===== config.mk =====
export PLATFORM = sky130hd
export DESIGN_NAME = button_debounce_long_press_repeat_flat
export DESIGN_NICKNAME = d
export VERILOG_FILES = /design/src/rtl/bdlp_pkg.sv /design/src/rtl/bdlp_key_if.sv /design/src/rtl/bdlp_res_if.sv /design/src/rtl/bdlp_in_stage.sv /design/src/rtl/bdlp_core.sv /design/src/rtl/bdlp_out_reg.sv /design/src/rtl/button_debounce_long_press_repeat.sv /design/src/flat_wrapper.sv
export SDC_FILE = /design/constraint.sdc
export NUM_CORES = 1
export LEC_CHECK = 0
export ABC_CLOCK_PERIOD_IN_PS = 3000
export BUFFER_PORTS_ARGS = -buffer_cell sky130_fd_sc_hd__buf_2
export CORE_UTILIZATION = 55
export DETAILED_ROUTE_END_ITERATION = 8
export GPL_TIMING_DRIVEN = 0
export PLACE_DENSITY = 0.77
export SLEW_MARGIN = 20
export SYNTH_ARGS = -nofsm -noshare
export SYNTH_HDL_FRONTEND = slang
export SYNTH_SLANG_ARGS = --single-unit

===== constraint.sdc =====
create_clock -name i_clk -period 3 [get_ports i_clk]
set_input_delay 0.6 -clock i_clk [delete_from_list [all_inputs] [get_ports i_clk]]
set_output_delay 0.6 -clock i_clk [all_outputs]
set_load 0.01 [all_outputs]

===== src/rtl/bdlp_pkg.sv =====
// ----------------------------------------------------------------------------
// bdlp_pkg
// Widths, register indexes, reset values and item types of the key debouncer.
// ----------------------------------------------------------------------------
package bdlp_pkg;

    localparam int KEY_W     = 4;
    localparam int CNT_W     = 10;
    localparam int CFG_IDX_W = 1;

    // all key lines high: nothing pressed
    localparam logic [KEY_W-1:0] NO_KEY = 4'hF;

    localparam logic [CNT_W-1:0] PRESS_TICKS_RST = 10'd5;
    localparam logic [CNT_W-1:0] LONG_TICKS_RST  = 10'd40;
    localparam logic [CNT_W-1:0] REPEAT_FLOOR    = 10'd2;

    // configuration register indexes
    localparam logic [CFG_IDX_W-1:0] REG_PRESS_TICKS = 1'd0;
    localparam logic [CFG_IDX_W-1:0] REG_LONG_TICKS  = 1'd1;

    typedef struct packed {
        logic [KEY_W-1:0] keys;
        logic             set_accelerate;
    } t_item;

    typedef struct packed {
        logic [KEY_W-1:0] key_pattern;
        logic             long_press;
    } t_result;

endpackage


===== src/rtl/bdlp_key_if.sv =====
// ----------------------------------------------------------------------------
// bdlp_key_if
// Key sample channel: valid, ready and one sample per transfer.
// ----------------------------------------------------------------------------
interface bdlp_key_if;
    logic                       valid;
    logic                       ready;
    logic [bdlp_pkg::KEY_W-1:0] keys;
    logic                       set_accelerate;

    modport source (output valid, keys, set_accelerate, input ready);
    modport sink   (input valid, keys, set_accelerate, output ready);
endinterface


===== src/rtl/bdlp_res_if.sv =====
// ----------------------------------------------------------------------------
// bdlp_res_if
// Press report channel: valid, ready and one report per transfer.
// ----------------------------------------------------------------------------
interface bdlp_res_if;
    logic                       valid;
    logic                       ready;
    logic [bdlp_pkg::KEY_W-1:0] key_pattern;
    logic                       long_press;

    modport source (output valid, key_pattern, long_press, input ready);
    modport sink   (input valid, key_pattern, long_press, output ready);
endinterface


===== src/rtl/bdlp_in_stage.sv =====
// ----------------------------------------------------------------------------
// bdlp_in_stage
// Input register: holds one key sample until the core takes it.
// ----------------------------------------------------------------------------
module bdlp_in_stage (
    input  logic            i_clk,
    input  logic            i_rst_n,
    input  logic            i_valid,
    input  bdlp_pkg::t_item i_item,
    input  logic            i_advance,
    output logic            o_ready,
    output logic            o_valid,
    output bdlp_pkg::t_item o_item
);
    import bdlp_pkg::*;

    logic  r_valid;
    t_item r_item;

    // free when empty or when the held sample moves on this cycle
    assign o_ready = !r_valid || i_advance;

    always_ff @(posedge i_clk) begin
        if (!i_rst_n) begin
            r_valid <= 1'b0;
        end else if (o_ready) begin
            r_valid <= i_valid;
        end
    end

    always_ff @(posedge i_clk) begin
        if (o_ready && i_valid) begin
            r_item <= i_item;
        end
    end

    assign o_valid = r_valid;
    assign o_item  = r_item;
endmodule


===== src/rtl/bdlp_core.sv =====
// ----------------------------------------------------------------------------
// bdlp_core
// Debounce state, hold counting, auto-repeat and the configuration registers.
// ----------------------------------------------------------------------------
module bdlp_core (
    input  logic                            i_clk,
    input  logic                            i_rst_n,
    input  logic                            i_cfg_we,
    input  logic [bdlp_pkg::CFG_IDX_W-1:0]  i_cfg_idx,
    input  logic [bdlp_pkg::CNT_W-1:0]      i_cfg_data,
    input  logic                            i_go,
    input  bdlp_pkg::t_item                 i_item,
    output logic                            o_res_valid,
    output bdlp_pkg::t_result               o_res
);
    import bdlp_pkg::*;

    logic [CNT_W-1:0] r_press_ticks;
    logic [CNT_W-1:0] r_long_ticks;

    logic [KEY_W-1:0] r_last_pattern, n_last_pattern;
    logic [CNT_W-1:0] r_press_count,  n_press_count;
    logic [CNT_W-1:0] r_hold_count,   n_hold_count;
    logic             r_long_reported, n_long_reported;
    logic [CNT_W-1:0] r_repeat_limit, n_repeat_limit;
    logic             r_accelerate,   n_accelerate;

    logic             acc;
    logic             release_tick;
    logic             short_hit;
    logic             long_hit;
    logic [CNT_W-1:0] press_inc;
    logic [CNT_W-1:0] hold_inc;
    logic [CNT_W-1:0] halved;

    // configuration registers
    always_ff @(posedge i_clk) begin
        if (!i_rst_n) begin
            r_press_ticks <= PRESS_TICKS_RST;
            r_long_ticks  <= LONG_TICKS_RST;
        end else if (i_cfg_we) begin
            unique case (i_cfg_idx)
                REG_PRESS_TICKS: r_press_ticks <= i_cfg_data;
                REG_LONG_TICKS:  r_long_ticks  <= i_cfg_data;
                default: ;
            endcase
        end
    end

    assign acc          = r_accelerate || i_item.set_accelerate;
    assign release_tick = (i_item.keys == NO_KEY) || (i_item.keys != r_last_pattern);
    assign press_inc    = r_press_count + 1'b1;
    assign hold_inc     = r_hold_count + 1'b1;
    assign halved       = {1'b0, r_repeat_limit[CNT_W-1:1]};

    // per-sample state update and report decision
    always_comb begin
        n_last_pattern  = r_last_pattern;
        n_press_count   = r_press_count;
        n_hold_count    = r_hold_count;
        n_long_reported = r_long_reported;
        n_repeat_limit  = r_repeat_limit;
        n_accelerate    = r_accelerate;
        short_hit       = 1'b0;
        long_hit        = 1'b0;
        if (i_go) begin
            n_last_pattern = i_item.keys;
            if (release_tick) begin
                // pattern change or release: report the previous pattern if it qualifies
                short_hit       = ((r_press_count >= r_press_ticks) || (r_hold_count != '0))
                                  && !r_long_reported;
                long_hit        = r_hold_count >= r_repeat_limit;
                n_accelerate    = 1'b0;
                n_long_reported = 1'b0;
                n_repeat_limit  = r_long_ticks;
                n_press_count   = '0;
                n_hold_count    = '0;
            end else begin
                n_accelerate  = acc;
                n_press_count = press_inc;
                if (press_inc >= r_press_ticks) begin
                    // one hold unit done
                    n_press_count = '0;
                    n_hold_count  = hold_inc;
                    if (hold_inc >= r_repeat_limit) begin
                        n_hold_count    = '0;
                        long_hit        = 1'b1;
                        n_long_reported = 1'b1;
                        if (acc) begin
                            n_repeat_limit = (halved <= REPEAT_FLOOR) ? REPEAT_FLOOR : halved;
                        end
                    end
                end
            end
        end
    end

    always_ff @(posedge i_clk) begin
        if (!i_rst_n) begin
            r_last_pattern  <= NO_KEY;
            r_press_count   <= '0;
            r_hold_count    <= '0;
            r_long_reported <= 1'b0;
            r_repeat_limit  <= LONG_TICKS_RST;
            r_accelerate    <= 1'b0;
        end else begin
            r_last_pattern  <= n_last_pattern;
            r_press_count   <= n_press_count;
            r_hold_count    <= n_hold_count;
            r_long_reported <= n_long_reported;
            r_repeat_limit  <= n_repeat_limit;
            r_accelerate    <= n_accelerate;
        end
    end

    assign o_res_valid       = short_hit || long_hit;
    assign o_res.key_pattern = r_last_pattern;
    assign o_res.long_press  = long_hit;
endmodule


===== src/rtl/bdlp_out_reg.sv =====
// ----------------------------------------------------------------------------
// bdlp_out_reg
// Result register: holds a report until the sink takes it.
// ----------------------------------------------------------------------------
module bdlp_out_reg (
    input  logic              i_clk,
    input  logic              i_rst_n,
    input  logic              i_load,
    input  bdlp_pkg::t_result i_res,
    input  logic              i_ready,
    output logic              o_advance,
    output logic              o_valid,
    output bdlp_pkg::t_result o_res
);
    import bdlp_pkg::*;

    logic    r_valid;
    t_result r_res;

    // room for a new report when empty or when the held one is taken
    assign o_advance = !r_valid || i_ready;

    always_ff @(posedge i_clk) begin
        if (!i_rst_n) begin
            r_valid <= 1'b0;
        end else if (o_advance) begin
            r_valid <= i_load;
        end
    end

    always_ff @(posedge i_clk) begin
        if (o_advance && i_load) begin
            r_res <= i_res;
        end
    end

    assign o_valid = r_valid;
    assign o_res   = r_res;
endmodule


===== src/rtl/button_debounce_long_press_repeat.sv =====
// ----------------------------------------------------------------------------
// button_debounce_long_press_repeat
// Key debouncer with short press, long press and accelerated auto-repeat.
//
// One active-low 4-bit key sample is taken per transfer, one per clock at
// full rate; the only hold-off is a full input register behind a result the
// sink has not taken. A sample waits in the input register; as it moves
// on, the debounce state updates and any report lands in the result
// register at that same clock edge, where it stays until the sink takes
// it. Write press_ticks (index 0) and long_ticks (index 1) only while
// idle; a new long_ticks takes effect at the next release or pattern
// change.
// ----------------------------------------------------------------------------
module button_debounce_long_press_repeat (
    input  logic                            i_clk,
    input  logic                            i_rst_n,
    input  logic                            i_cfg_we,
    input  logic [bdlp_pkg::CFG_IDX_W-1:0]  i_cfg_idx,
    input  logic [bdlp_pkg::CNT_W-1:0]      i_cfg_data,
    bdlp_key_if.sink                        i_key,
    bdlp_res_if.source                      o_res
);
    import bdlp_pkg::*;

    t_item   in_item;
    t_item   stage_item;
    logic    stage_valid;
    logic    advance;
    logic    core_valid;
    t_result core_res;
    t_result out_res;

    assign in_item.keys           = i_key.keys;
    assign in_item.set_accelerate = i_key.set_accelerate;

    // input register
    bdlp_in_stage u_in_stage (
        .i_clk     (i_clk),
        .i_rst_n   (i_rst_n),
        .i_valid   (i_key.valid),
        .i_item    (in_item),
        .i_advance (advance),
        .o_ready   (i_key.ready),
        .o_valid   (stage_valid),
        .o_item    (stage_item)
    );

    // debounce and repeat state
    bdlp_core u_core (
        .i_clk       (i_clk),
        .i_rst_n     (i_rst_n),
        .i_cfg_we    (i_cfg_we),
        .i_cfg_idx   (i_cfg_idx),
        .i_cfg_data  (i_cfg_data),
        .i_go        (stage_valid && advance),
        .i_item      (stage_item),
        .o_res_valid (core_valid),
        .o_res       (core_res)
    );

    // result register
    bdlp_out_reg u_out_reg (
        .i_clk     (i_clk),
        .i_rst_n   (i_rst_n),
        .i_load    (stage_valid && core_valid),
        .i_res     (core_res),
        .i_ready   (o_res.ready),
        .o_advance (advance),
        .o_valid   (o_res.valid),
        .o_res     (out_res)
    );

    assign o_res.key_pattern = out_res.key_pattern;
    assign o_res.long_press  = out_res.long_press;
endmodule


===== src/flat_wrapper.sv =====
// flat-port wrapper written by rule: the top's interface ports become plain ports
module button_debounce_long_press_repeat_flat import bdlp_pkg::*;
  (i_clk, i_rst_n, i_cfg_we, i_cfg_idx, i_cfg_data, i_key_valid, i_key_keys, i_key_set_accelerate, i_key_ready, o_res_valid, o_res_key_pattern, o_res_long_press, o_res_ready);
  bdlp_key_if i_key_i ();
  bdlp_res_if o_res_i ();
  input  logic i_clk;
  input  logic i_rst_n;
  input  logic i_cfg_we;
  input  logic [bdlp_pkg::CFG_IDX_W-1:0] i_cfg_idx;
  input  logic [bdlp_pkg::CNT_W-1:0] i_cfg_data;
  input wire logic [$bits(i_key_i.valid)-1:0] i_key_valid;
  input wire logic [$bits(i_key_i.keys)-1:0] i_key_keys;
  input wire logic [$bits(i_key_i.set_accelerate)-1:0] i_key_set_accelerate;
  output wire logic [$bits(i_key_i.ready)-1:0] i_key_ready;
  output wire logic [$bits(o_res_i.valid)-1:0] o_res_valid;
  output wire logic [$bits(o_res_i.key_pattern)-1:0] o_res_key_pattern;
  output wire logic [$bits(o_res_i.long_press)-1:0] o_res_long_press;
  input wire logic [$bits(o_res_i.ready)-1:0] o_res_ready;
  assign i_key_i.valid = i_key_valid;
  assign i_key_i.keys = i_key_keys;
  assign i_key_i.set_accelerate = i_key_set_accelerate;
  assign i_key_ready = i_key_i.ready;
  assign o_res_valid = o_res_i.valid;
  assign o_res_key_pattern = o_res_i.key_pattern;
  assign o_res_long_press = o_res_i.long_press;
  assign o_res_i.ready = o_res_ready;
  button_debounce_long_press_repeat u_core (.i_clk(i_clk), .i_rst_n(i_rst_n), .i_cfg_we(i_cfg_we), .i_cfg_idx(i_cfg_idx), .i_cfg_data(i_cfg_data), .i_key(i_key_i), .o_res(o_res_i));
endmodule

### Yosys cells after proc, flatten, opt, wreduce, memory -nomap -nowiden

Index checks and enable logic that the tools add are counted.
W data, S select, Z words.

* add/subtract/negate cells: 2
* $mul: 0
* div/mod/pow operators: 0
* order comparisons: 5
* eq/ne operators: 2
* shift operators: 0
* muxes and demuxes: 20
* bitwise gates (word level): 1
* reduce and logical (&&, ||, !) cells: 23

Operators with widths (number)
* $mux W10: 9
* $ge A10 B10 Y1: 4
* $add A10 B1 Y10 const B: 2
* $mux W1: 10
* $reduce_bool A10 Y1: 1
* $le A9 B2 Y1 const B: 1
* $mux W9: 1
* $logic_or A1 B1 Y1: 6
* $reduce_and A2 Y1: 3
* $reduce_bool A2 Y1: 3
* $logic_and A1 B1 Y1: 5
* $eq A4 B4 Y1 const B: 1
* $ne A4 B4 Y1: 1
* $reduce_and A4 Y1: 1
* $logic_not A1 Y1: 3
* $reduce_and A3 Y1: 1
* $not A1 Y1: 1

* bits in registers: 68
* latch bits: 0
* memory bits (writable): 0
* bits in read-only memories: 0
* bits of input ports: 21
* output and inout bits: 7
* memories: 0

### Longest topological paths before layout

* depth in word-level cells: 9
* gate-level depth with buffers: 14
* gate-level depth less buffers: 12

### Hierarchy

Synthesis repeated with hierarchy kept, for this count alone.

* cell total of the unflattened synthesis: 458
* area, all modules: 4076.4 um^2

Modules (own cells, without submodules)
* bdlp_core: times used 1, cells an instance 436, area each 3648.5 um^2
* bdlp_in_stage: times used 1, cells an instance 10, area each 207.7 um^2
* bdlp_out_reg: times used 1, cells an instance 10, area each 207.7 um^2
* button_debounce_long_press_repeat: times used 1, cells an instance 2, area each 12.5 um^2

### Worst setup path before layout

Ideal clock, no wire load.

* kind: reg-to-reg
* start: reg u_core.u_core.r_press_count[0]
* end: reg u_core.u_out_reg.r_res, in the netlist u_core.u_out_reg.o_res[0], enable pin
* library setup time: 286 ps
* arrival: 3010 ps
* data required time: 2714 ps
* slack: -297 ps
* cell stages (with the launch flop): 14
* clock period less this slack: 3297 ps
* cell sequence: dfxtp_1 ha_1 nand3_1 or2_1 or2_1 xnor2_1 ha_1 and4_1 and2_1 a211oi_4 a221oi_2 buf_4 and2_1 o21bai_1

RTL lines
* start, declared: line bdlp_core.sv:22 `logic [CNT_W-1:0] r_press_count, n_press_count;`
* start signal, assigned: line bdlp_core.sv:108 `r_press_count <= n_press_count;`
* end signal, assigned: line bdlp_out_reg.sv:33 `r_res <= i_res;`
* end, declared: line bdlp_out_reg.sv:18 `t_result r_res;`

==> impl_results.md <==
* Worst Path Max Fanout at 5
* Final WS setup at -0.0374 ns
* Achievable Freq at 0.329 GHz
* CP Capture Type: flip-flop
* Largest net degree at the start of global routing at 12
* Number of flops mapped to enable cells by yosys at 10
* Rel. slew slack at 0.537
* CP top delay family: simple AND/OR/NAND/NOR gates
* Total number of vias at 3585
* Vias per cell at 5.76
* Violated checks: setup timing
* Synth unique cells at 57
* Slew at the pin with the worst max-slew slack at 0.695 ns
* Final wirelength at 10400 um
* Dpl ws at -0.330 ns
* DRT Pass-1 Iters at 4
* Main synth FF type: dfxtp_1
* Syn Area/Cell at 8.59 sq um
* Crit path cell chain: ha_4 -> nand3_4 -> or2_4 -> or2_4 -> xnor2_4 -> ha_4 -> and4_4 -> and2_4 -> a211oi_4 -> a221oi_2 -> buf_4 -> and2_4 -> o21bai_4
* R2r setup slk at -0.04 ns
* Synth Cell Area at roughly 4000 sq um
* Gpl congestion at 0.898
* Hold Crit Class: in -> reg
* Setup CP Type: reg -> reg
* Critical path's slowest cell: dfxtp_4
* GR Overflow Total at 0
* TNS Setup at -0.189 ns
* Slew Viols, Final at 0
* Period minus WS final at approximately 3 ns
* Max IR drop VDD at around 0.00039 V
* Die Height at ~87 um
* Register area at 1480 sq um
* Synth-to-Final Area Change at 22.2%
* Fin. Hold Viols at 0
* Ys Warns at 0
* Fillers at 547
* Initial antenna violation count at 0
* Nets@finish at 585
* Critical path required time at 3.09 ns
* Clock skew at 0.00815 ns
* Total die area at between 7000 and 8000 sq um
* Synth area leader: dfxtp_1
* Crit path launch type: flip-flop
* Critical Path AT at 3.13 ns
* Initial Util at 0.580
* Max_cap viols at 0
* Worst path max stage delay at 0.37 ns
* Area post-placement at approximately 4300 sq um
* Pleak at 0.00195 uW
* IO buf count at 26
* Synth area leaders: dfxtp_1 29%, ha_1 13%, nand2_1 8.3%
* Status: complete, but fails checks
* Post-synthesis async set-or-reset flop share at 0
* Synthesized Nets at 530
* Critical path buffer and inverter count at 1
* CTS clk-pin slew, worst paths at 0.08 ns
* Max clock buf depth at 2
* Antenna-violating nets left at 0
* Antenna diodes at 0
* Root buffer cell: clkbuf_8
* H-tree depth at 3
* Die X at about 87 um
* DRT iter0 DRCs at 277
* Residual DRC at 0
* Vias in the first global route at 3426
* Post-Synthesis Cells at 466
* Part of the cycle the worst path needs at 1.01
* Unrepaired setup endpoints after global routing: yes
* Yosys reg bits at 68
* Core box area at 6910 sq um
* Final setup fails at 6
* First-pass GRT wire length at between 15000 and 20000 um
* Share of the synthesized area in the top cell type at 0.290
* Drt wl/cell at 16.7 um
* # clock sinks at roughly 70
* Tot GR Track Use at 0.279
* Pwr dens at 430 nW/um^2
* Sequential area share after synthesis at 0.365
* Design area at 4890 sq um
* # IOs at 28
* CTS Hold Bufs at 0
* Multi-input logic area at roughly 2500 sq um
* DP HPWL at 7170 um
* Fraction of layout cells with a size suffix above 1 at 0.226
* Total CTS buffers at 9
* Std-Cell Rows at 30
* Clock Latency Late Sink at 0.35 ns
* CTS tree: built
==> area by class of cell <==
type / count / area share
clock buffer: 12 / 0.0297
timing repair buffer: 44 / 0.0647
sequential: 68 / 0.303
clock inverter: 4 / 0.0148
inverter: 23 / 0.0177
buffer: 21 / 0.0258
multi-input combinational: 354 / 0.520
tap: 96 / 0.0246
==> cells in the mapped netlist, types with 2 or more instances <==
master and instances:
nand3_1 18, o21a_1 3, o211ai_1 3, or3_1 9
clkbuf_1 13, nor2_1 16, or2_1 2, a311oi_1 6
a211o_1 2, xnor2_1 14, a21oi_2 4, a41oi_1 2
o21ai_0 3, nand2_1 88, mux2i_1 7, o31ai_1 4
inv_1 22, nor3_1 4, a31o_1 2, o22ai_1 5
buf_4 3, edfxtp_1 10, a21oi_1 51, nand4_1 4
nand2b_1 5, o21ai_1 7, and3_1 3, buf_2 3
xor2_1 8, nor2b_1 3, buf_8 2, and4_1 2
and2_1 7, a211oi_1 5, nand3_2 3, dfxtp_1 58
nor4_1 2, a21o_1 2, ha_1 43
==> sequential cells by signal, summed over array words and instances (netlist names) <==
| name | count |
|---|---|
| u_core.u_core.r_hold_count | 10 |
| u_core.u_core.r_long_ticks | 10 |
| u_core.u_core.r_press_count | 10 |
| u_core.u_core.r_press_ticks | 10 |
| u_core.u_core.r_repeat_limit | 10 |
| u_core.u_in_stage.o_item | 5 |
| u_core.u_out_reg.o_res | 5 |
| u_core.u_core.r_last_pattern | 4 |
| u_core.u_core.r_accelerate | 1 |
| u_core.u_core.r_long_reported | 1 |
| u_core.u_in_stage.o_valid | 1 |
| u_core.u_out_reg.o_valid | 1 |
==> through the flow <==
| step | instances | util | total power, uW | hold slack (ns) |
|---|---|---|---|---|
| 3_3_place_gp | 588 | 0.624 | 1230 | 0.445 |
| 4_1_cts | 615 | 0.677 | 2080 | 0.424 |
| 6_report | 622 | 0.708 | 2100 | 0.421 |
| 2_1_floorplan | 466 | - | 1170 | 0.435 |
| 3_5_place_dp | 588 | 0.624 | 1240 | 0.450 |
| 5_1_grt | 622 | 0.708 | 2170 | 0.414 |
==> final timing paths <==
path                                       start                              to  depth (start not counted)
hold reg to reg   u_core.u_core.r_press_ticks[3]  u_core.u_core.r_press_ticks[3]                          2
hold / removal                     i_key_keys[1]     u_core.u_in_stage.o_item[2]                          1
setup / recovery  u_core.u_core.r_press_count[0]       u_core.u_out_reg.o_res[3]                         13
setup reg to reg  u_core.u_core.r_press_count[0]       u_core.u_out_reg.o_res[3]                         13
==> per-layer routing <==
layer  GRT usage  vias up  share of wire
met4       0.113        0          0.025
met5           0        -              0
met3      0.0626       25          0.049
li1            -     1767              -
met2       0.479      105           0.50
met1       0.336     1688           0.43
==> power breakdown <==
| part | internal, uW | switching, uW | leakage (uW) |
|---|---|---|---|
| sequential | 958 | 27.6 | 0.000570 |
| clock | 490 | 352 | 0.000107 |
| combinational | 112 | 163 | 0.00127 |
| total | 1560 | 542 | 0.00195 |
==> repair_timing <==
action | in CTS | in global routing
setup buffers | 11 | 5
endpoints found under the setup margin | 38 | 37
endpoints found under the hold margin | 0 | 0
gates resized for setup | 13 | 28
cloned | 0 | 2
pin swaps | 12 | 31
==> placed cells by master (no fill, tap or decap), types with 5 or more instances in the layout <==
master and n:
nand2_1 87, dfxtp_1 49, a21oi_1 48, ha_1 40, buf_2 29, inv_1 22, buf_4 17, clkbuf_1 15
xnor2_1 13, nand3_1 13, nor2_1 13, clkbuf_8 10, edfxtp_1 10, or3_1 9, xor2_1 8, mux2i_1 7
a21oi_2 7, dfxtp_2 6, and2_1 5, nand2b_1 5, a311oi_1 5, o22ai_1 5
==> cells by family after synthesis <==
logic type | after synthesis | synth area share
AO/OA/AOI/OAI | 112 | 0.185
XOR/XNOR | 22 | 0.0481
adder cells (fa/ha/maj) | 43 | 0.134
buffers and inverters | 44 | 0.0506
flip-flops | 68 | 0.365
multiplexers | 7 | 0.0175
AND/OR/NAND/NOR | 170 | 0.199
Note: power is estimated with default switching activity, not from simulation.
